$ cat src/rtl/avp_fifo.sv
// Small synchronous queue used between front and back and on the result side.
// No dependencies.
`default_nettype none

module avp_fifo #(
    parameter int WIDTH = 8,
    parameter int DEPTH = 2
) (
    input  wire logic             i_clk,
    input  wire logic             i_rst_n,
    input  wire logic             i_push,
    input  wire logic [WIDTH-1:0] i_data,
    output logic                  o_full,
    input  wire logic             i_pop,
    output logic [WIDTH-1:0]      o_data,
    output logic                  o_empty
);

    localparam int PW    = (DEPTH > 1) ? $clog2(DEPTH) : 1;
    localparam int CNT_W = $clog2(DEPTH + 1);

    logic [WIDTH-1:0] r_data [DEPTH];
    logic [PW-1:0]    r_wptr, r_rptr;
    logic [CNT_W-1:0] r_count;
    logic             do_push, do_pop;

    assign o_full  = (r_count == CNT_W'(DEPTH));
    assign o_empty = (r_count == '0);
    assign do_push = i_push && !o_full;
    assign do_pop  = i_pop && !o_empty;
    assign o_data  = r_data[r_rptr];

    always_ff @(posedge i_clk) begin
        if (do_push) begin
            r_data[r_wptr] <= i_data;
        end
    end

    always_ff @(posedge i_clk) begin
        if (!i_rst_n) begin
            r_wptr  <= '0;
            r_rptr  <= '0;
            r_count <= '0;
        end else begin
            if (do_push) begin
                r_wptr <= (r_wptr == PW'(DEPTH - 1)) ? '0 : r_wptr + 1'b1;
            end
            if (do_pop) begin
                r_rptr <= (r_rptr == PW'(DEPTH - 1)) ? '0 : r_rptr + 1'b1;
            end
            case ({do_push, do_pop})
                2'b10:   r_count <= r_count + 1'b1;
                2'b01:   r_count <= r_count - 1'b1;
                default: r_count <= r_count;
            endcase
        end
    end

endmodule

`default_nettype wire

$ cat config.mk
export PLATFORM = sky130hd
export DESIGN_NAME = avp_fifo
export DESIGN_NICKNAME = d
export VERILOG_FILES = /design/src/rtl/avp_fifo.sv
export SDC_FILE = /design/constraint.sdc
export NUM_CORES = 1
export LEC_CHECK = 0
export ABC_AREA = 1
export BUFFER_PORTS_ARGS = -buffer_cell sky130_fd_sc_hd__buf_2
export CAP_MARGIN = 15
export CORE_MARGIN = 3
export CORE_UTILIZATION = 53
export DETAILED_ROUTE_END_ITERATION = 16
export PLACE_DENSITY = 0.77
export SLEW_MARGIN = 20
export SYNTH_ARGS = -nofsm -noshare
export SYNTH_HDL_FRONTEND = slang
export SYNTH_SLANG_ARGS = --single-unit
$ cat constraint.sdc
create_clock -name i_clk -period 3.8 [get_ports i_clk]
set_clock_uncertainty 0.15 [all_clocks]
set_input_delay 0.76 -clock i_clk [delete_from_list [all_inputs] [get_ports i_clk]]
set_output_delay 0.76 -clock i_clk [all_outputs]
set_load 0.02 [all_outputs]
## Yosys cells after proc, flatten, opt, wreduce, memory -nomap -nowiden

Memories as Yosys holds them, arrays and structs flattened. A register that Yosys moved wholly into a read port is not among the register bits.
Index checks and enable logic that the tools add are counted.

| word-level totals | value |
|---|---|
| register bits after elaboration | 4 |
| word-level logic and storage cells | 24 |
| bits in latches | 0 |
| memories kept | 1 |
| output and inout port bits | 10 |
| bits of input ports | 12 |
| ROM bits | 0 |
| bits in writable memories | 16 |

Memory list:

| memory | depth | width | rd ports | clocked after memory_dff | wr ports | RTL line | source |
|---|---|---|---|---|---|---|---|
| r_data | 2 | 8 | 1 | 1 | 1 | 22 | `logic [WIDTH-1:0] r_data [DEPTH];` |

| operators by class | value |
|---|---|
| add/subtract/negate cells | 4 |
| bitwise gates (word level) | 0 |
| shift operators | 0 |
| magnitude comparators | 0 |
| divide/modulo/power cells | 0 |
| reductions and logical operators | 6 |
| eq/ne operators | 3 |
| mux-type cells | 7 |
| multiply operators | 0 |

Operator list:

| cell | number |
|---|---|
| $mux 1 | 6 |
| $eq 2x2->1 const B | 2 |
| $pmux 2 s2 | 1 |
| $add 1x1->1 const B | 2 |
| $add 2x1->2 const B | 1 |
| $eq 2x1->1 const B | 1 |
| $logic_and 1x1->1 | 2 |
| $logic_not 1->1 | 2 |
| $logic_not 2->1 | 1 |
| $reduce_bool 2->1 | 1 |
| $sub 2x1->2 const B | 1 |

## Logic depth before layout (Yosys ltp)

Gate-level depths: netlist (run 1).

| logic depth | value |
|---|---|
| depth after elaboration | 5 |
| depth in mapped cells | 10 |
| gate-level depth less buffers | 10 |

## Worst setup path after synthesis (run 1)

No wires, ideal clock.

| path | value |
|---|---|
| path type | input to register |
| start point | input i_push |
| end point | memory r_data[0][0], enable pin |
| stages on the path | 4 |
| data required time | 3280 ps |
| buffers on the path | 0 |
| setup time | 370 ps |
| setup slack | 1937 ps |
| arrival time | 1342 ps |
| cell sequence | inv_1 > nor2_2 > inv_1 > nor2_1 |

| between the ends | value |
|---|---|
| word-level cells in the longest chain between the ends | 3 |

Ends and longest elaborated chain:

| item | RTL line | source |
|---|---|---|
| from (decl) | 11 | `input wire logic i_push,` |
| $logic_and 1x1->1 | 29 | `assign do_push = i_push && !o_full;` |
| $mux 1 | 34 | `if (do_push) begin` |
| $mux 1 (implied by the code) | 35 | `r_data[r_wptr] <= i_data;` |
| to (decl) | 22 |  |

No other way between the ends.

==> results.toml, run 1 <==
[place]
hpwl_um = 923.9
place_congestion = 0.6770
io_buffers = 21
place_ws_ns = 1.680

[cts]
cts_tree = "done"
clock-sinks = 21
cts-resized-gates = 0
cts_buffer_depth = 2
clk_pin_slew_ns = 0.11
htreeDepth = 1
numCtsBuffers = 3
clock_tree.root_cell = "clkbuf_4"
cts_setup_buffers = 0
clkLatencyLatePin_ns = 0.28
cts_hold_buf = 0

[final_layout]
diodes = 0
final_common_cell = "buf_2"
drive_above_1_share_pct = 43.82
regArea_um2 = 580.6
layout_common_cells = "buf_2, edfxtp_1, nor2_1, mux2_2"
multi_input_area_um2 = 220.2
utilization_pct = 70.39
fill_cells = 105
layout.nets = 103
syn_to_final_growth_pct = 17.29

[power]
intPower_uw = 386.8
swShare_pct = 31.57
cellPowerDensity_nw_per_um2 = 574.0
p_clk_share_pct = 17.7
irDropWorstVdd_mv = 0.3414
leakage_nw = 0.4221
switchingPower_uw = 178.4
power.total_uw = 565.2
pwr-share-comb_pct = 29.0
power.share.sequential_pct = 53.3

[die]
die_area_um2 = 2098
design.portCount = 22
die_w_um = 45.80
die_y_um = 45.80
initial_core_util_pct = 60.02
core-area_um2 = 1399
rows = 13

[global_route]
grt_pass1_vias = 481
antenna_found_initial = 0
grt_max_degree = 12
grt_first_pass_wirelength_um = 1835
track_usage_pct = 12.21
grt.overflow.total = 0

[logic_synthesis]
synthDominantCellAreaShare_pct = 57.23
avgSynthCellArea_um2 = 12.92
synthCells = 65
seq_area_frac_synth_pct = 69.15
yosys.area.top_type = "edfxtp_1"
syn_area_um2 = 839.6
synthTopCellsByArea = "edfxtp_1, dfxtp_1, mux2_2, nor2_1, inv_1"
synth_fp_nets = 78
ys_warn_count = 0
yosysUniqueCellTypes = 16
ys_ff_latch = 21

[flow_run]
drv_cap = 0

[routing]
via_per_inst = 4.933
drc = 0
ant_nets = 0
wl_per_cell_um = 11.19
wl_um = 1164
drtPass1Iterations = 4
vias = 513
initialDrtViolationCount = 10

[timing]
slew_headroom_pct = 57.57
layout_min_cycle_time_ns = 2.277
setup_viol = 0
worst_pin_slew_ns = 0.6341
slew_violations = 0
fmax_mhz = 439.2
hold_viol_final = 0
rsz0062_at_grt = "false"
fin_setup_tns_ns = 0
final.period_utilization_pct = 59.91
setup_ws_ns = 1.523

[worst_setup_path]
worstPathArrival_ns = 1.37
crit_type = "reg2out"
path_max_fanout = 8
required_ns = 2.89
cp-start-kind = "flop"
end_kind = "output port"

[status]
status = "finished, final reports clean"

[hold_path]
hold_path.class = "reg2reg"
-- synth_stat cells --
cell type  count
ha_1           1
nand2_2        1
inv_1          7
nand4_1        1
dfxtp_1        5
mux2_2         8
buf_2          1
nand2_1        7
edfxtp_1      16
inv_2          2
a21oi_1        1
o21ai_0        1
nor2_2         3
nand3_1        1
nor2_1         9
nor2_4         1
-- critical path: stages, from the launching register on --
cell     delay [ns]
dfxtp_1        0.55
mux2_2         0.38
buf_2          0.16
-- path summary, 6_finish.rpt --
check                   from      endpoint  slack (ns)  depth (start not counted)
setup / recovery        flop     o_data[2]        1.52                          2
hold / removal        r_wptr        r_wptr        0.36                          2
setup reg to reg  r_count[0]  r_data[0][6]        2.12                          4
hold reg to reg       r_wptr        r_wptr        0.36                          2
-- cell type report --
cell class	instances	share of cell area [%]
Sequential cell	21	58.96
Inverter	9	3.431
Timing Repair Buffer	21	10.67
Multi-Input combinational cell	34	22.36
Clock buffer	4	2.668
Tap cell	15	1.906
-- state kept, by name, summed over array words and instances (netlist names), named ones only --
name     cells
r_count      2
r_rptr       1
r_data      16
r_wptr       1
-- through the flow --
stage | cell area [um^2] | cells | hold WS [ns]
floorplan | 839.6 | 65 | 0.3093
global route | 984.7 | 104 | 0.3819
CTS | 984.7 | 104 | 0.3578
global placement | 958.4 | 100 | 0.3425
finish | 984.7 | 104 | 0.3558
detailed placement | 958.4 | 100 | 0.3360
-- routing by layer --
layer | GRT usage [%] | up-vias | share of wire (%)
li1 | - | 267 | -
met1 | 13.37 | 232 | 44
met2 | 22.56 | 12 | 50
met3 | 3.557 | 2 | 4.6
met4 | 3.409 | 0 | 0.69
met5 | 0 | - | 0
-- cell families (layout without fill, tap and decap cells) --
kind of cell,Yosys count,after routing,synth area share (%)
flops,21,21,69.15
compound gates,2,2,1.191
buf+inv,10,34,4.620
simple gates,23,23,12.82
fa+ha+maj,1,1,1.490
mux,8,8,10.73
-- power groups by stage --
stage	combinational, mW	clock (mW)	sequential, mW
6_report	0.164	0.100	0.301
5_1_grt	0.182	0.111	0.305
4_1_cts	0.167	0.102	0.302
3_5_place_dp	0.167	0	0.307
3_3_place_gp	0.164	0	0.306
2_1_floorplan	0.132	0	0.297
Note: power is estimated with default switching activity, not from simulation.
==> inputs of run 2 (changes only) <==
--- a/config.mk
+++ b/config.mk
@@ -9,9 +9,9 @@
 export BUFFER_PORTS_ARGS = -buffer_cell sky130_fd_sc_hd__buf_2
 export CAP_MARGIN = 15
 export CORE_MARGIN = 3
-export CORE_UTILIZATION = 53
+export CORE_UTILIZATION = 44
 export DETAILED_ROUTE_END_ITERATION = 16
-export PLACE_DENSITY = 0.77
+export PLACE_DENSITY = 0.68
 export SLEW_MARGIN = 20
 export SYNTH_ARGS = -nofsm -noshare
 export SYNTH_HDL_FRONTEND = slang
==> constraint.sdc (replaced) <==
create_clock -name i_clk -period 1.9 [get_ports i_clk]
set_clock_uncertainty 0.15 [all_clocks]
set_input_delay 0.38 -clock i_clk [delete_from_list [all_inputs] [get_ports i_clk]]
set_output_delay 0.38 -clock i_clk [all_outputs]
set_load 0.02 [all_outputs]
==> run 2 against run 1 <==
Design area is 2.2% higher; hold slack lost 0.25 ns; power increased by 100%; first-iteration DRC count is 60% lower; sequential share of layout area shrank 1.1 points; sequential cell count is the same; clock-buffer cell count unchanged; sequential power rose by 100%; non-clock buffer count is 1 higher; wire length rose by 7.1%; global-route usage decreased by 0.78 points; largest power group unchanged.
==> results.toml, run 2 (same netlist as run 1, synthesis figures left out) <==
[timing]
fin_setup_tns_ns = 0
layout_min_cycle_time_ns = 1.796
slew_violations = 0
slew_headroom_pct = 77.77
fmax_mhz = 556.7
rsz0062_at_grt = "false"
setup_ws_ns = 0.1038
worst_pin_slew_ns = 0.3331
hold_viol_final = 0
final.period_utilization_pct = 94.53
setup_viol = 0

[cts]
cts_hold_buf = 0
cts_buffer_depth = 2
clk_pin_slew_ns = 0.11
cts_tree = "done"
clock-sinks = 21
cts_setup_buffers = 0
htreeDepth = 1
clock_tree.root_cell = "clkbuf_4"
numCtsBuffers = 3
clkLatencyLatePin_ns = 0.30

[global_route]
antenna_found_initial = 0
grt_pass1_vias = 512
grt_first_pass_wirelength_um = 2049
grt_max_degree = 12
grt.overflow.total = 0
track_usage_pct = 11.43

[status]
status = "finished, final reports clean"

[power]
swShare_pct = 31.95
cellPowerDensity_nw_per_um2 = 1140
power.share.sequential_pct = 52.6
p_clk_share_pct = 17.9
leakage_nw = 0.4274
switchingPower_uw = 366.4
intPower_uw = 780.4
pwr-share-comb_pct = 29.5
irDropWorstVdd_mv = 0.6260

[final_layout]
diodes = 0
reg_top3 = "r_data (16), r_count (2)"
fill_cells = 175
final_common_cell = "buf_2"
layout.nets = 104
largest_reg_flops = 16
final_cell_count_no_fill = 115
drive_above_1_share_pct = 45.56
max_flop_register = "r_data"
layout_common_cells = "buf_2, edfxtp_1, nor2_1, mux2_2"
syn_to_final_growth_pct = 19.82

[worst_setup_path]
crit_type = "reg2out"
end_kind = "output port"
max_stage_delay_ns = 0.45
required_ns = 1.37
path_max_fanout = 8
rr_startpoint = "r_count[0]"
worstPathArrival_ns = 1.27
cp-start-kind = "flop"
worstPathCellList = "mux2_2, buf_2"
slowest_stage = "dfxtp_2"

[routing]
vias = 525
wl_per_cell_um = 10.84
wl_um = 1247
initialDrtViolationCount = 4
ant_nets = 0
drtPass1Iterations = 4
drc = 0
via_per_inst = 4.565

[flow_run]
drv_cap = 0

[die]
rows = 15
core-area_um2 = 1764
die_area_um2 = 2468
die_w_um = 49.68
initial_core_util_pct = 47.59
die_y_um = 49.68
design.portCount = 22

[place]
hpwl_um = 950.1
place_ws_ns = 0.2986
place_congestion = 0.6732
dp_cells = 111
io_buffers = 21

[hold_path]
hold_path.class = "in2reg"
hp-start = "i_data[3]"
## run 2: metal layers
layer | part of all wire [%] | global-route usage [%]
met5 | 0 | 0
met4 | 2.7 | 8.295
met3 | 7.5 | 3.323
met2 | 52 | 20.70
met1 | 38 | 10.71
## run 2: area by class of cell
type | count | area (um^2) | area share, %
Clock buffer | 4 | 26.28 | 2.612
Timing Repair Buffer | 22 | 112.6 | 11.19
Inverter | 9 | 33.78 | 3.358
Tap cell | 25 | 31.28 | 3.109
Sequential cell | 21 | 581.8 | 57.84
Multi-Input combinational cell | 34 | 220.2 | 21.89
## run 2: final timing paths
kind                        to  slack [ns]  cells after the start
setup / recovery     o_data[4]        0.10                      2
hold / removal    r_data[1][3]        0.11                      1
setup reg to reg    r_count[1]        0.36                      9
hold reg to reg         r_wptr        0.36                      2
## run 2: critical path: cells and delay by family, from the launching register on
kind | cells | cell delay, ns
mux | 1 | 0.36
flops | 1 | 0.45
buf+inv | 1 | 0.16
## run 2: power by group through the flow
stage               sequential (mW)  combinational (mW)  clock [mW]
CTS                           0.606               0.343       0.214
floorplan                     0.593               0.263           0
global placement              0.612               0.335           0
finish                        0.603               0.338       0.205
detailed placement            0.614               0.343           0
global route                  0.610               0.374       0.235
## run 2: repair_timing
| action | in CTS | in global routing |
|---|---|---|
| gates resized for setup | 1 | 0 |
| endpoints found under the hold margin | 0 | 0 |
| endpoints found under the setup margin | 8 | 0 |
## run 2: per-stage QoR
step / util, % / instance area [um^2] / hold slack, ns / total power, mW
6_report: 57.02 / 1006 / 0.1095 / 1.147
5_1_grt: 57.02 / 1006 / 0.09018 / 1.219
4_1_cts: 57.02 / 1006 / 0.1031 / 1.163
3_5_place_dp: 55.46 / 978.4 / 0.3402 / 0.9564
3_3_place_gp: 55.46 / 978.4 / 0.3356 / 0.9462
2_1_floorplan: - / 839.6 / 0.3093 / 0.8566
