### src/rtl/avp_pkg.sv
// Shared types, constants and small arithmetic helpers for the average pooling block.
// No dependencies; imported by avp_front, avp_back and the top level.
`default_nettype none

package avp_pkg;

    // Upper limits that set the widths of the fields carried between modules
    localparam int POOL_LIM = 8;
    localparam int ADDR_W   = 12;
    localparam int SUM_W    = 22;
    localparam int RECIP_K  = 28;
    localparam int RECIP_W  = 29;

    localparam int CFG_IDX_W = 3;
    localparam int CFG_DAT_W = 9;

    localparam logic [CFG_IDX_W-1:0] REG_IN_COLS   = 3'd0;
    localparam logic [CFG_IDX_W-1:0] REG_IN_ROWS   = 3'd1;
    localparam logic [CFG_IDX_W-1:0] REG_POOL_SIZE = 3'd2;
    localparam logic [CFG_IDX_W-1:0] REG_STRIDE    = 3'd3;
    localparam logic [CFG_IDX_W-1:0] REG_PLANES    = 3'd4;

    // Configuration after clamping
    typedef struct packed {
        logic [8:0] cols;
        logic [8:0] rows;
        logic [8:0] planes;
        logic [3:0] pool;
        logic [2:0] stride;
    } t_cfg;

    // One classified sample on its way from the front to the back
    typedef struct packed {
        logic signed [15:0]  sample;
        logic [2:0]          wr_bank;
        logic [ADDR_W-1:0]   wr_addr;
        logic                emit;
        logic [ADDR_W-1:0]   c0;
        logic [POOL_LIM-1:0] mask;
        logic [3:0]          pool;
        logic [7:0]          orow;
        logic [7:0]          ocol;
        logic [7:0]          plane;
        logic                last;
    } t_job;

    typedef struct packed {
        logic signed [15:0] average_value;
        logic [7:0]         out_row;
        logic [7:0]         out_col;
        logic [7:0]         plane_index;
        logic               plane_done;
    } t_res;

    // Quotient of an 8-bit value by a stride of 1..7: reciprocal multiply, exact for a < 256
    function automatic logic [7:0] div_small(input logic [7:0] a, input logic [2:0] s);
        logic [11:0] m;
        logic [19:0] prod;
        unique case (s)
            3'd2:    m = 12'd1024;
            3'd3:    m = 12'd683;
            3'd4:    m = 12'd512;
            3'd5:    m = 12'd410;
            3'd6:    m = 12'd342;
            3'd7:    m = 12'd293;
            default: m = 12'd2048;
        endcase
        prod = 20'(a) * 20'(m);
        return prod[18:11];
    endfunction

    // ceil(2^RECIP_K / (p*p)) for window sides 1..8
    function automatic logic [RECIP_W-1:0] recip_sq(input logic [3:0] p);
        logic [RECIP_W-1:0] m;
        unique case (p)
            4'd2:    m = 29'd67108864;
            4'd3:    m = 29'd29826162;
            4'd4:    m = 29'd16777216;
            4'd5:    m = 29'd10737419;
            4'd6:    m = 29'd7456541;
            4'd7:    m = 29'd5478275;
            4'd8:    m = 29'd4194304;
            default: m = 29'd268435456;
        endcase
        return m;
    endfunction

endpackage

`default_nettype wire

### src/rtl/avp_front.sv
// Front end: accepts samples, tracks column/row/plane and classifies each sample.
// Depends on avp_pkg.
`default_nettype none

module avp_front import avp_pkg::*; #(
    parameter int MAX_COLS = 256,
    parameter int MAX_POOL = 4
) (
    input  wire logic               i_clk,
    input  wire logic               i_rst_n,
    input  wire t_cfg               i_cfg,
    input  wire logic               i_push,
    input  wire logic signed [15:0] i_sample,
    output logic                    o_full,
    output logic                    o_job_vld,
    output t_job                    o_job,
    input  wire logic               i_job_full
);

    localparam int MC_RECIP = ((1 << 20) + MAX_COLS - 1) / MAX_COLS;
    localparam int MP_RECIP = ((1 << 11) + MAX_POOL - 1) / MAX_POOL;

    logic [7:0]         r_col, r_row, r_plane;
    logic               r_s1_vld;
    logic signed [15:0] r_s1_sample;
    logic [7:0]         r_s1_r, r_s1_c, r_s1_plane;

    logic accept;

    function automatic logic [2:0] mod_pool(input logic [7:0] a);
        logic [19:0] prod;
        logic [11:0] rem;
        prod = 20'(a) * 20'(MP_RECIP);
        rem  = 12'(a) - 12'(prod[18:11]) * 12'(MAX_POOL);
        return rem[2:0];
    endfunction

    function automatic logic [ADDR_W-1:0] mod_cols(input logic [7:0] a);
        logic [27:0] prod;
        logic [19:0] rem;
        prod = 28'(a) * 28'(MC_RECIP);
        rem  = 20'(a) - 20'(prod[27:20]) * 20'(MAX_COLS);
        return rem[ADDR_W-1:0];
    endfunction

    assign o_full    = r_s1_vld && i_job_full;
    assign accept    = i_push && !o_full;
    assign o_job_vld = r_s1_vld;

    // Position counters and the stage register
    always_ff @(posedge i_clk) begin
        if (!i_rst_n) begin
            r_col    <= '0;
            r_row    <= '0;
            r_plane  <= '0;
            r_s1_vld <= 1'b0;
        end else begin
            if (accept) begin
                r_s1_vld    <= 1'b1;
                r_s1_sample <= i_sample;
                r_s1_r      <= r_row;
                r_s1_c      <= r_col;
                r_s1_plane  <= r_plane;
                if (({1'b0, r_col} + 9'd1) >= i_cfg.cols) begin
                    r_col <= '0;
                    if (({1'b0, r_row} + 9'd1) >= i_cfg.rows) begin
                        r_row   <= '0;
                        r_plane <= (({1'b0, r_plane} + 9'd1) >= i_cfg.planes) ?
                                   '0 : r_plane + 8'd1;
                    end else begin
                        r_row <= r_row + 8'd1;
                    end
                end else begin
                    r_col <= r_col + 8'd1;
                end
            end else if (!i_job_full) begin
                r_s1_vld <= 1'b0;
            end
        end
    end

    // Classification of the staged sample
    always_comb begin
        logic [8:0]  p9, r1, c1;
        logic [7:0]  r0, c0, qr, qc, qlr, qlc;
        logic        cand, zr, zc, fits_r, fits_c;
        logic [2:0]  b0;
        logic [3:0]  bank_off;
        p9     = 9'(i_cfg.pool);
        r1     = {1'b0, r_s1_r} + 9'd1;
        c1     = {1'b0, r_s1_c} + 9'd1;
        cand   = (r1 >= p9) && (c1 >= p9);
        r0     = 8'(r1 - p9);
        c0     = 8'(c1 - p9);
        qr     = div_small(r0, i_cfg.stride);
        qc     = div_small(c0, i_cfg.stride);
        zr     = (11'(r0) == 11'(qr) * 11'(i_cfg.stride));
        zc     = (11'(c0) == 11'(qc) * 11'(i_cfg.stride));
        fits_r = ({1'b0, r0} + p9) <= i_cfg.rows;
        fits_c = ({1'b0, c0} + p9) <= i_cfg.cols;
        qlr    = div_small(8'(i_cfg.rows - p9), i_cfg.stride);
        qlc    = div_small(8'(i_cfg.cols - p9), i_cfg.stride);
        b0     = mod_pool(r0);

        o_job.sample  = r_s1_sample;
        o_job.wr_bank = mod_pool(r_s1_r);
        o_job.wr_addr = mod_cols(r_s1_c);
        o_job.emit    = cand && zr && zc && fits_r && fits_c;
        o_job.c0      = ADDR_W'(c0);
        o_job.pool    = i_cfg.pool;
        o_job.orow    = qr;
        o_job.ocol    = qc;
        o_job.plane   = r_s1_plane;
        o_job.last    = (qr == qlr) && (qc == qlc);
        // a bank takes part when its distance from the window's top row is below the side
        for (int k = 0; k < POOL_LIM; k++) begin
            if (k < MAX_POOL) begin
                bank_off = (4'(k) >= {1'b0, b0}) ? 4'(k) - {1'b0, b0}
                                                 : 4'(k + MAX_POOL) - {1'b0, b0};
                o_job.mask[k] = (bank_off < i_cfg.pool);
            end else begin
                o_job.mask[k] = 1'b0;
            end
        end
    end

endmodule

`default_nettype wire

### config.mk
export PLATFORM = sky130hd
export DESIGN_NAME = avp_front
export DESIGN_NICKNAME = d
export VERILOG_FILES = /design/src/rtl/avp_pkg.sv /design/src/rtl/avp_front.sv
export SDC_FILE = /design/constraint.sdc
export NUM_CORES = 1
export LEC_CHECK = 0
export ABC_AREA = 1
export BUFFER_PORTS_ARGS = -buffer_cell sky130_fd_sc_hd__buf_2
export CELL_PAD_IN_SITES_DETAIL_PLACEMENT = 2
export CELL_PAD_IN_SITES_GLOBAL_PLACEMENT = 2
export CORE_MARGIN = 10
export CORE_UTILIZATION = 40
export DETAILED_ROUTE_END_ITERATION = 10
export GPL_ROUTABILITY_DRIVEN = 0
export PLACE_DENSITY_LB_ADDON = 0.3
export REMOVE_ABC_BUFFERS = 1
export SLEW_MARGIN = 15
export SYNTH_ARGS = -nofsm -noshare
export SYNTH_HDL_FRONTEND = slang
export SYNTH_SLANG_ARGS = --single-unit
### constraint.sdc
create_clock -name i_clk -period 11.9 [get_ports i_clk]
set_input_delay 0.595 -clock i_clk [delete_from_list [all_inputs] [get_ports i_clk]]
set_output_delay 0.595 -clock i_clk [all_outputs]
set_load 0.01 [all_outputs]
# Yosys cells after proc, flatten, opt, wreduce, memory -nomap -nowiden
# Index checks and enable logic that the tools add are counted.
[totals]
register_bits = 65
wordCells = 86
in_bits = 54
output_inout_bits = 83
[op_classes]
reduce_logical = 12
magnitude_cmp = 15
muxes = 10
mul = 6
eq_ne = 11
n_addsub = 24
[ops]
columns = ["op", "count"]
rows = [
  ["8-bit by 12-bit multiplier with 19-bit output", 4],
  ["12-bit case mux with 6 select lines", 1],
  ["8-bit by 1-bit adder with 9-bit output, second input constant", 5],
  ["8-bit by 4-bit subtractor with 8-bit output", 4],
  ["9-bit >= comparator", 3],
  ["8-bit by 1-bit adder with 8-bit output, second input constant", 3],
  ["8-bit two-way mux", 3],
  ["8-bit by 11-bit == test with 1-bit output", 2],
  ["8-bit by 3-bit multiplier with 11-bit output", 2],
  ["8-bit by 4-bit adder with 9-bit output", 2],
  ["9-bit by 4-bit >= comparator with 1-bit output", 2],
  ["9-bit less-or-equal comparator", 2],
  ["8-bit == test", 2],
  ["4-bit less-than comparator", 4],
  ["4-bit two-way mux", 4],
  ["3-bit by 3-bit subtractor with 4-bit output, first input constant", 4],
  ["3-bit == test, second input constant", 4],
  ["1-bit logical AND", 8],
  ["1-bit by 3-bit subtractor with 4-bit output, first input constant", 2],
  ["2-bit by 3-bit subtractor with 4-bit output, first input constant", 2],
  ["3-bit by 2-bit == test with 1-bit output, second input constant", 2],
  ["1-bit by 3-bit >= comparator with 1-bit output, first input constant", 2],
  ["2-bit by 3-bit >= comparator with 1-bit output, first input constant", 2],
  ["3-bit subtractor", 2],
  ["5 further kinds", 7],
]

# Logic depth before layout (Yosys ltp)
# Gate-level depths: netlist of run 1.
[depth]
word_depth = 9
mapped_depth = 51
depth_no_buf = 51

# Least setup slack after synthesis of run 1
# No wires, ideal clock.
[synth_timing]
path_type = "input to output"
from = "in i_cfg[4] (netlist bit)"
to = "out o_job[49] (netlist bit)"
path_stages = 47
path_buffers = 0
t_required_ps = 11305
t_arrival_ps = 8126
setup_slack_ps = 3179
cell_sequence = "inv_1 -> ha_1 -> nand2_1 -> nor2_1 -> nor2_1 -> nor2_1 -> nor2_1 -> nand4_1 -> nand2_2 -> clkinv_1 -> nor2_1 -> inv_1 -> fa_1 -> fa_1 -> inv_1 -> fa_1 -> inv_1 -> fa_1 -> [... 11 more ...] -> inv_1 -> ha_1 -> fa_1 -> nand3_1 -> o211ai_1 -> nand2_1 -> nand2_1 -> nand2_1 -> nor2_1 -> nor2_1 -> nand2_1 -> nor2_1 -> nand2_1 -> nor2_1 -> nand3_1 -> nor2_1 -> nand3_1 -> nor2_1"
[synth_lines]
columns = ["item", "line", "rtl"]
rows = [
  ["start: declaration", "avp_front.sv:11", "input wire t_cfg i_cfg,"],
  ["end: declaration", "avp_front.sv:16", "output t_job o_job,"],
]

==> out/metrics.yaml, run 1 <==
clk_pin_slew_ns: 0.07
initial_core_util_pct: 40.7
maxCapViolations: 0
routed_wl_um: 84000
worst_pin_slew_ns: 1.18
cts_root_buf: "clkbuf_16"
pre_cts_ws_ns: 1.20
cts_tree: "done"
p_per_area_nw_per_um2: 201
period_share_pct: 92.6
synthesis.instances: 2633
cts_resized: 0
synth_cell_types: 47
antenna_found_initial: 1
seq_area_frac_synth_pct: 8.93
grt_pass1_vias: 21900
grt_util_all_layers_pct: 29.4
status: "finished clean"
hp-start: "i_sample[12]"
die_y_um: 238
layout-drive-gt1-share_pct: 7.99
fin_skew_ns: 0.0124
overflow: 0
post-cts-setup-buffers: 0
drtPass1Iterations: 5
critPathKind: "flip-flop to output port"
yosysWarnings: 0
crit_top_cell: "nor2_1"
fmax_mhz: 90.7
synth_edf_count: 40
crit_arrival_ns: 10.43
synthArstFlopShare_pct: 0
slew_headroom_pct: 20.5
crit_path_max_incr_delay_ns: 0.57
ant_nets: 0
num_rows: 79
grt_max_degree: 41
area_delta_synth_final_pct: 8.14
final_hold_viol_count: 0
whs_path_depth: 1
ir_drop_uv: 195
end_kind: "output port"
grt_pass1_wl_um: 129000
min_to: "r_s1_sample[12]"
reg2reg_from: "r_col[0]"
slew_violations: 0
p_leak_uw: 0.0111
vias_per_cell: 5.51
rsz0062_at_grt: "false"
hold_class: "input port to flip-flop"
synth_area_leader_cell: "fa_1"
crit_required_ns: 11.31
cts_buffer_depth: 2
start_kind: "flip-flop"
setup_ws_ns: 0.877
drc: 0
avgSynthCellArea_sq_um: 7.24
setup_tns_ns: 0
wire_per_inst_um: 25.1
die_w_um: 238
cts_made_buffers: 9
yosys-top-cells-area: "fa_1 (27%), ha_1 (16%), inv_1 (11%)"
synth_area_sq_um: 19100
core_area_sq_um: 46900
yosys.area.top_type_share_pct: 26.8
ys_ff_latch: 65
cp_slowest_cell: "fa_1"
finalNetCount: 3288
cts_num_sinks: 65
min_period_ns: 11.02
rr_worst_depth: 14
portBuffers: 123
ys.flop_type: "edfxtp_1"
place_hpwl_um: 70400
num_antenna_cells: 0
num_vias: 18500
r2r_slack_ns: 7.54
ctsHtreeMaxLevel: 3
r2r-end: "r_plane[7]"
netlist_top_cells_count: "inv_1 (567), nand2_1 (565), nor2_1 (323)"
clock_latency_ns: 0.36
setup_viol: 0
die-area_sq_um: 56800
hold_buffers: 0
drtIter0Drc: 981
io_pins: 137
synth.most_common_cell: "inv_1"
crit_fanout: 10
registers in the layout, indices dropped and copies added (netlist names):
name,cells
r_s1_r,8
r_s1_sample,16
r_s1_c,8
r_col,8
r_row,8
r_s1_plane,8
r_plane,8
o_job_vld,1
cell families (layout without fill, tap and decap cells):
kind of cell    Yosys count  after routing  synth area share, %
flops                    65             65                 8.93
fa+ha+maj               497            497                 42.7
buf+inv                 647            744                 13.3
xor+xnor                 79             79                 3.95
compound gates          213            213                 5.94
other cells               1             13               0.0197
simple gates           1131           1131                 25.1
area by class of cell:
type	instances	area [sq um]
clock inverter	6	65.1
timing repair buffer	139	756
sequential	65	1700
inverter	589	2210
fill	5695	26200
tap	607	759
multi-input combinational	1933	14900
clock buffer	10	239
cell usage in the layout (no fill, tap or decap), types with 3 or more instances in the layout:
| master | n |
|---|---|
| inv_1 | 567 |
| nand2_1 | 565 |
| nor2_1 | 322 |
| fa_1 | 255 |
| ha_1 | 242 |
| a21oi_1 | 130 |
| nand3_1 | 128 |
| buf_2 | 123 |
| o21ai_0 | 58 |
| xor2_1 | 46 |
| edfxtp_1 | 40 |
| xnor2_1 | 28 |
| dfxtp_1 | 25 |
| nand4_1 | 24 |
| nor3_1 | 22 |
| nand2_2 | 16 |
| buf_4 | 15 |
| clkinv_1 | 13 |
| nand3b_1 | 13 |
| conb_1 | 13 |
| nand3_2 | 9 |
| or2_2 | 9 |
| clkbuf_16 | 9 |
| inv_2 | 8 |
| o21bai_1 | 8 |
| nor3b_1 | 6 |
| nand2_4 | 4 |
| a211oi_1 | 4 |
| nand3_4 | 3 |
| nor2_2 | 3 |
| nor4_1 | 3 |
routing by layer:
metal	up-vias	wire (um)	GRT usage, %
met3	210	3210	2.32
met2	534	44600	55.4
met5	-	0	0
li1	8235	-	-
met4	0	3700	13.3
met1	9472	32600	33.1
stage by stage:
| stage | std cells | instance area [sq um] | power (uW) | hold slack, ns | util, % |
|---|---|---|---|---|---|
| CTS | 3348 | 20600 | 4120 | 0.415 | 43.9 |
| global placement | 3332 | 20300 | 3460 | 0.426 | 43.3 |
| global route | 3349 | 20600 | 4530 | 0.420 | 44.0 |
| detailed placement | 3332 | 20300 | 3800 | 0.451 | 43.3 |
| floorplan | 2587 | 18800 | 2570 | 0.408 | - |
| finish | 3349 | 20600 | 4140 | 0.419 | 44.0 |
critical path, delay by kind of cell (launching register included):
kind                     cells  cell delay [ns]
AO/OA/AOI/OAI                4             0.74
XOR/XNOR                     1             0.15
adder cells (fa/ha/maj)     10             4.43
buffers and inverters        8             1.04
flip-flops                   1             0.53
AND/OR/NAND/NOR             26             3.20
power breakdown:
part | switching (uW) | total (uW) | internal, uW
registers | 5.95 | 252 | 246
clock network | 115 | 284 | 169
logic | 2410 | 3600 | 1200
total | 2530 | 4140 | 1610
how the worst max path moves through the flow:
stage,from,to,slack (ns),cells past startpoint
final,r_s1_c[0],o_job[49],0.88,49
after global routing,r_s1_c[0],o_job[49],0.36,49
after CTS,r_s1_c[0],o_job[49],0.92,49
after detailed placement,i_cfg[4],o_job[49],1.20,50
after global placement,i_cfg[5],o_job[49],1.85,49
after floorplan,i_cfg[0],o_job[49],3.18,35
No activity file was read; power rests on OpenSTA's default activity.
==> run 2: changes to the inputs <==
- GPL_ROUTABILITY_DRIVEN: 0 -> 1
- PLACE_DENSITY_LB_ADDON: 0.3 -> 0.1
==> run 2 against run 1 <==
  * Combinational power is 4% lower
  * Via count is 2.4% lower
  * Clock-buffer cell count stayed put
  * Non-clock buffer count is 1 lower
  * Fmax is 4.3% higher
  * Largest power group unchanged
  * Total power is 3.9% lower
  * Critical path depth is 12 lower
  * Cell area hardly changed
  * Register-to-register slack better by 0.23 ns
  * Critical path type is now input port to output port
  * Flip-flop and latch count stayed put
==> out/metrics.yaml, run 2 (synthesized netlist as in run 1, its figures left out) <==
drtIter0Drc: 765
die_y_um: 238
cts_resized: 0
setup_viol: 0
final_cell_mix: "inv_1 (567), nand2_1 (565), nor2_1 (322)"
drtPass1Iterations: 5
vias_per_cell: 5.38
dp.cells: 3331
hp-start: "i_sample[13]"
fin_skew_ns: 0.00821
ir_drop_uv: 117
period_share_pct: 88.8
cts_made_buffers: 9
reg2reg_from: "r_col[0]"
largest_register_ffs: 16
slew_violations: 0
routabilityCongestion: 0.861
hold_class: "input port to flip-flop"
rr_worst_depth: 15
min_period_ns: 10.57
clock_latency_ns: 0.35
grt_max_degree: 41
crit_fanout: 25
cpLargestDelayFamily: "adder cells"
overflow: 0
min_to: "r_s1_sample[13]"
final_common_cell: "inv_1"
place_area_sq_um: 20300
layout-drive-gt1-share_pct: 7.95
rsz0062_at_grt: "false"
portBuffers: 123
crit_path_max_incr_delay_ns: 0.92
cts_root_buf: "clkbuf_16"
p_per_area_nw_per_um2: 193
top_register: "r_s1_sample"
finalNetCount: 3287
post-cts-setup-buffers: 0
setup_tns_ns: 0
die-area_sq_um: 56800
antenna_found_initial: 1
core_area_sq_um: 46900
final_hold_viol_count: 0
crit_arrival_ns: 9.98
critPathBufInv: 8
num_vias: 18000
die_w_um: 238
worst_pin_slew_ns: 1.12
end_kind: "output port"
crit_required_ns: 11.31
drc: 0
io_pins: 137
status: "finished clean"
place_hpwl_um: 65500
final_cells: 3348
p_total_uw: 3980
cp_slowest_cell: "clkinv_1"
r2r_slack_ns: 7.77
r2r-end: "r_plane[7]"
cts_buffer_depth: 2
maxCapViolations: 0
area_delta_synth_final_pct: 8.06
critPathKind: "input port to output port"
slew_headroom_pct: 25.1
initial_core_util_pct: 40.7
grt_util_all_layers_pct: 27.4
grt_pass1_vias: 20800
ctsHtreeMaxLevel: 3
fmax_mhz: 94.6
cts_num_sinks: 65
p_leak_uw: 0.0111
hold_buffers: 0
clk_pin_slew_ns: 0.06
num_rows: 79
cts_tree: "done"
wire_per_inst_um: 23.2
grt_pass1_wl_um: 121000
post-route-cell-area_sq_um: 20600
ant_nets: 0
num_antenna_cells: 0
start_kind: "input port"
routed_wl_um: 77700
whs_path_depth: 1
run 2: per-stage QoR:
step	setup WS, ns	util (%)	hold WS [ns]
floorplan	3.18	-	0.408
global placement	1.70	43.3	0.423
finish	1.33	43.9	0.422
global route	0.536	43.9	0.415
detailed placement	1.38	43.3	0.420
CTS	1.39	43.9	0.411
run 2: per-layer routing:
layer / global-route usage (%) / vias to the layer above / wire [um]
li1: - / 8227 / -
met4: 7.57 / 2 / 2060
met1: 32.8 / 9295 / 32500
met3: 2.62 / 116 / 2690
met5: 0 / - / 13
met2: 51.2 / 360 / 40400
run 2: worst max-delay path by stage:
stage	start	end	slack, ns	cells past startpoint
after floorplan	i_cfg[0]	o_job[49]	3.18	35
after global placement	i_cfg[4]	o_job[49]	1.70	50
after detailed placement	i_cfg[4]	o_job[49]	1.38	50
after CTS	i_cfg[4]	o_job[49]	1.39	50
after global routing	i_cfg[4]	o_job[49]	0.54	50
final	i_cfg[2]	o_job[49]	1.33	37
run 2: power by group:
part | internal (uW) | switching (uW)
registers | 246 | 5.82
clock network | 169 | 107
logic | 1180 | 2270
total | 1590 | 2380
run 2: layout make-up:
cell class | instances | area (sq um)
clock buffers | 10 | 239
clock inverters | 6 | 65.1
flip-flops and latches | 65 | 1700
repair buffers | 138 | 741
multi-input cells | 1933 | 14900
fillers | 5631 | 26300
inverters | 589 | 2210
well taps | 607 | 759
==> run 3: changes to the inputs <==
- GPL_TIMING_DRIVEN: unset -> 0
==> run 3 against run 2 <==
  * Flip-flop and latch count unchanged
  * Worst hold slack worse by 0.0056 ns
  * Non-clock buffer count down 9
  * First-iteration DRC count up 4.4%
  * Largest power group unchanged
==> out/metrics.yaml, run 3 (synthesized netlist as in run 1, its figures left out) <==
num_antenna_cells: 0
vias_per_cell: 5.34
cts_tree: "done"
crit_arrival_ns: 10.67
grt_pass1_wl_um: 118000
initial_core_util_pct: 40.7
end_kind: "output port"
final_hold_viol_count: 0
num_vias: 17800
worst_pin_slew_ns: 1.20
rsz0062_at_grt: "false"
crit_fanout: 25
slew_headroom_pct: 20.1
fmax_mhz: 88.8
slew_violations: 0
core_area_sq_um: 46900
largest_register_ffs: 16
p_per_area_nw_per_um2: 191
ir_drop_uv: 124
drc: 0
place_hpwl_um: 62800
cts_root_buf: "clkbuf_16"
status: "finished clean"
drtIter0Drc: 799
critPathKind: "input port to output port"
min_period_ns: 11.27
wire_per_inst_um: 22.7
grt_pass1_vias: 20700
top_register: "r_s1_sample"
grt_util_all_layers_pct: 26.7
finalNetCount: 3278
ctsHtreeMaxLevel: 3
num_rows: 79
antenna_found_initial: 0
cts_buffer_depth: 2
ant_nets: 0
cts_made_buffers: 9
final_cells: 3339
fin_skew_ns: 0.00984
area_delta_synth_final_pct: 8.16
die_w_um: 238
p_leak_uw: 0.0111
crit_path_max_incr_delay_ns: 0.87
finish.utilization_pct: 44.0
period_share_pct: 94.7
maxCapViolations: 0
clock_latency_ns: 0.35
io_pins: 137
cp_slowest_cell: "nand3_2"
p_total_uw: 3940
drtPass1Iterations: 5
hold_buffers: 0
dp.cells: 3321
final_common_cell: "inv_1"
layout-drive-gt1-share_pct: 7.83
routed_wl_um: 76000
cts_num_sinks: 65
start_kind: "input port"
portBuffers: 123
crit_required_ns: 11.31
overflow: 0
setup_viol: 0
die_y_um: 238
routabilityCongestion: 0.875
final_cell_mix: "inv_1 (566), nand2_1 (564), nor2_1 (322)"
die-area_sq_um: 56800
hold_class: "input port to flip-flop"
grt_max_degree: 28
clk_pin_slew_ns: 0.06
==> run 3: cell types whose count changed in the layout (fill, tap and decap cells not counted), sizes merged <==
cell,change
clkbuf,-1
inv,-2
clkinv,-1
clkinvlp,+3
bufinv,+1
buf,-9
==> run 3: layer usage <==
layer | track usage (%) | vias to the layer above | share of wire [%]
met1 | 32.3 | 9182 | 43
li1 | - | 8220 | -
met2 | 49.4 | 327 | 51
met4 | 7.38 | 0 | 2.8
met5 | 0 | - | 0
met3 | 2.71 | 108 | 3.5
==> run 3: per-stage QoR <==
step                cell area, sq um  worst slack, ns  hold slack, ns  TNS [ns]
floorplan                      18800             3.18           0.408         0
global placement               20100            -1.81           0.424     -1.87
detailed placement             20200           -0.631           0.417    -0.631
CTS                            20600           0.0748           0.413         0
global route                   20600           0.0752           0.417         0
finish                         20600            0.634           0.416         0
==> run 3: report_power, final <==
| group | leakage, uW | switching [uW] | internal (uW) | total, uW |
|---|---|---|---|---|
| Combinational | 0.0103 | 2230 | 1170 | 3400 |
| Clock | 0.000153 | 104 | 183 | 287 |
| Sequential | 0.000571 | 5.47 | 246 | 251 |
==> run 3: what timing repair did <==
action,in CTS,in global routing
buffers inserted,0,2
endpoints found under the hold margin,0,0
setup endpoints to repair,1,1
gates cloned,0,0
pin swaps,0,0
gates resized for setup,2,4
==> run 3: final cells by class <==
class                   count  area, sq um
clock buffers               9          225
clock inverters             7         93.8
fillers                  5591        26200
inverters                 589         2220
multi-input cells        1933        14900
flip-flops and latches     65         1700
well taps                 607          759
repair buffers            129          699
==> run 3: final timing paths <==
path / from / to / slack [ns] / cells after the start
max: i_cfg[0] / o_job[49] / 0.63 / 38
min: i_sample[14] / r_s1_sample[14] / 0.42 / 1
max reg2reg: r_col[0] / r_plane[0] / 7.89 / 14
min reg2reg: r_plane[7] / r_s1_plane[7] / 0.44 / 0
==> run 3: critical path: cells and delay by family <==
family | cells | cell delay (ns)
and+or+nand+nor | 18 | 3.74
xor gates and xnor gates | 1 | 0.14
buffers and inverters | 9 | 2.12
AOI/OAI and AO/OA | 2 | 0.48
adders and majority gates | 8 | 3.49
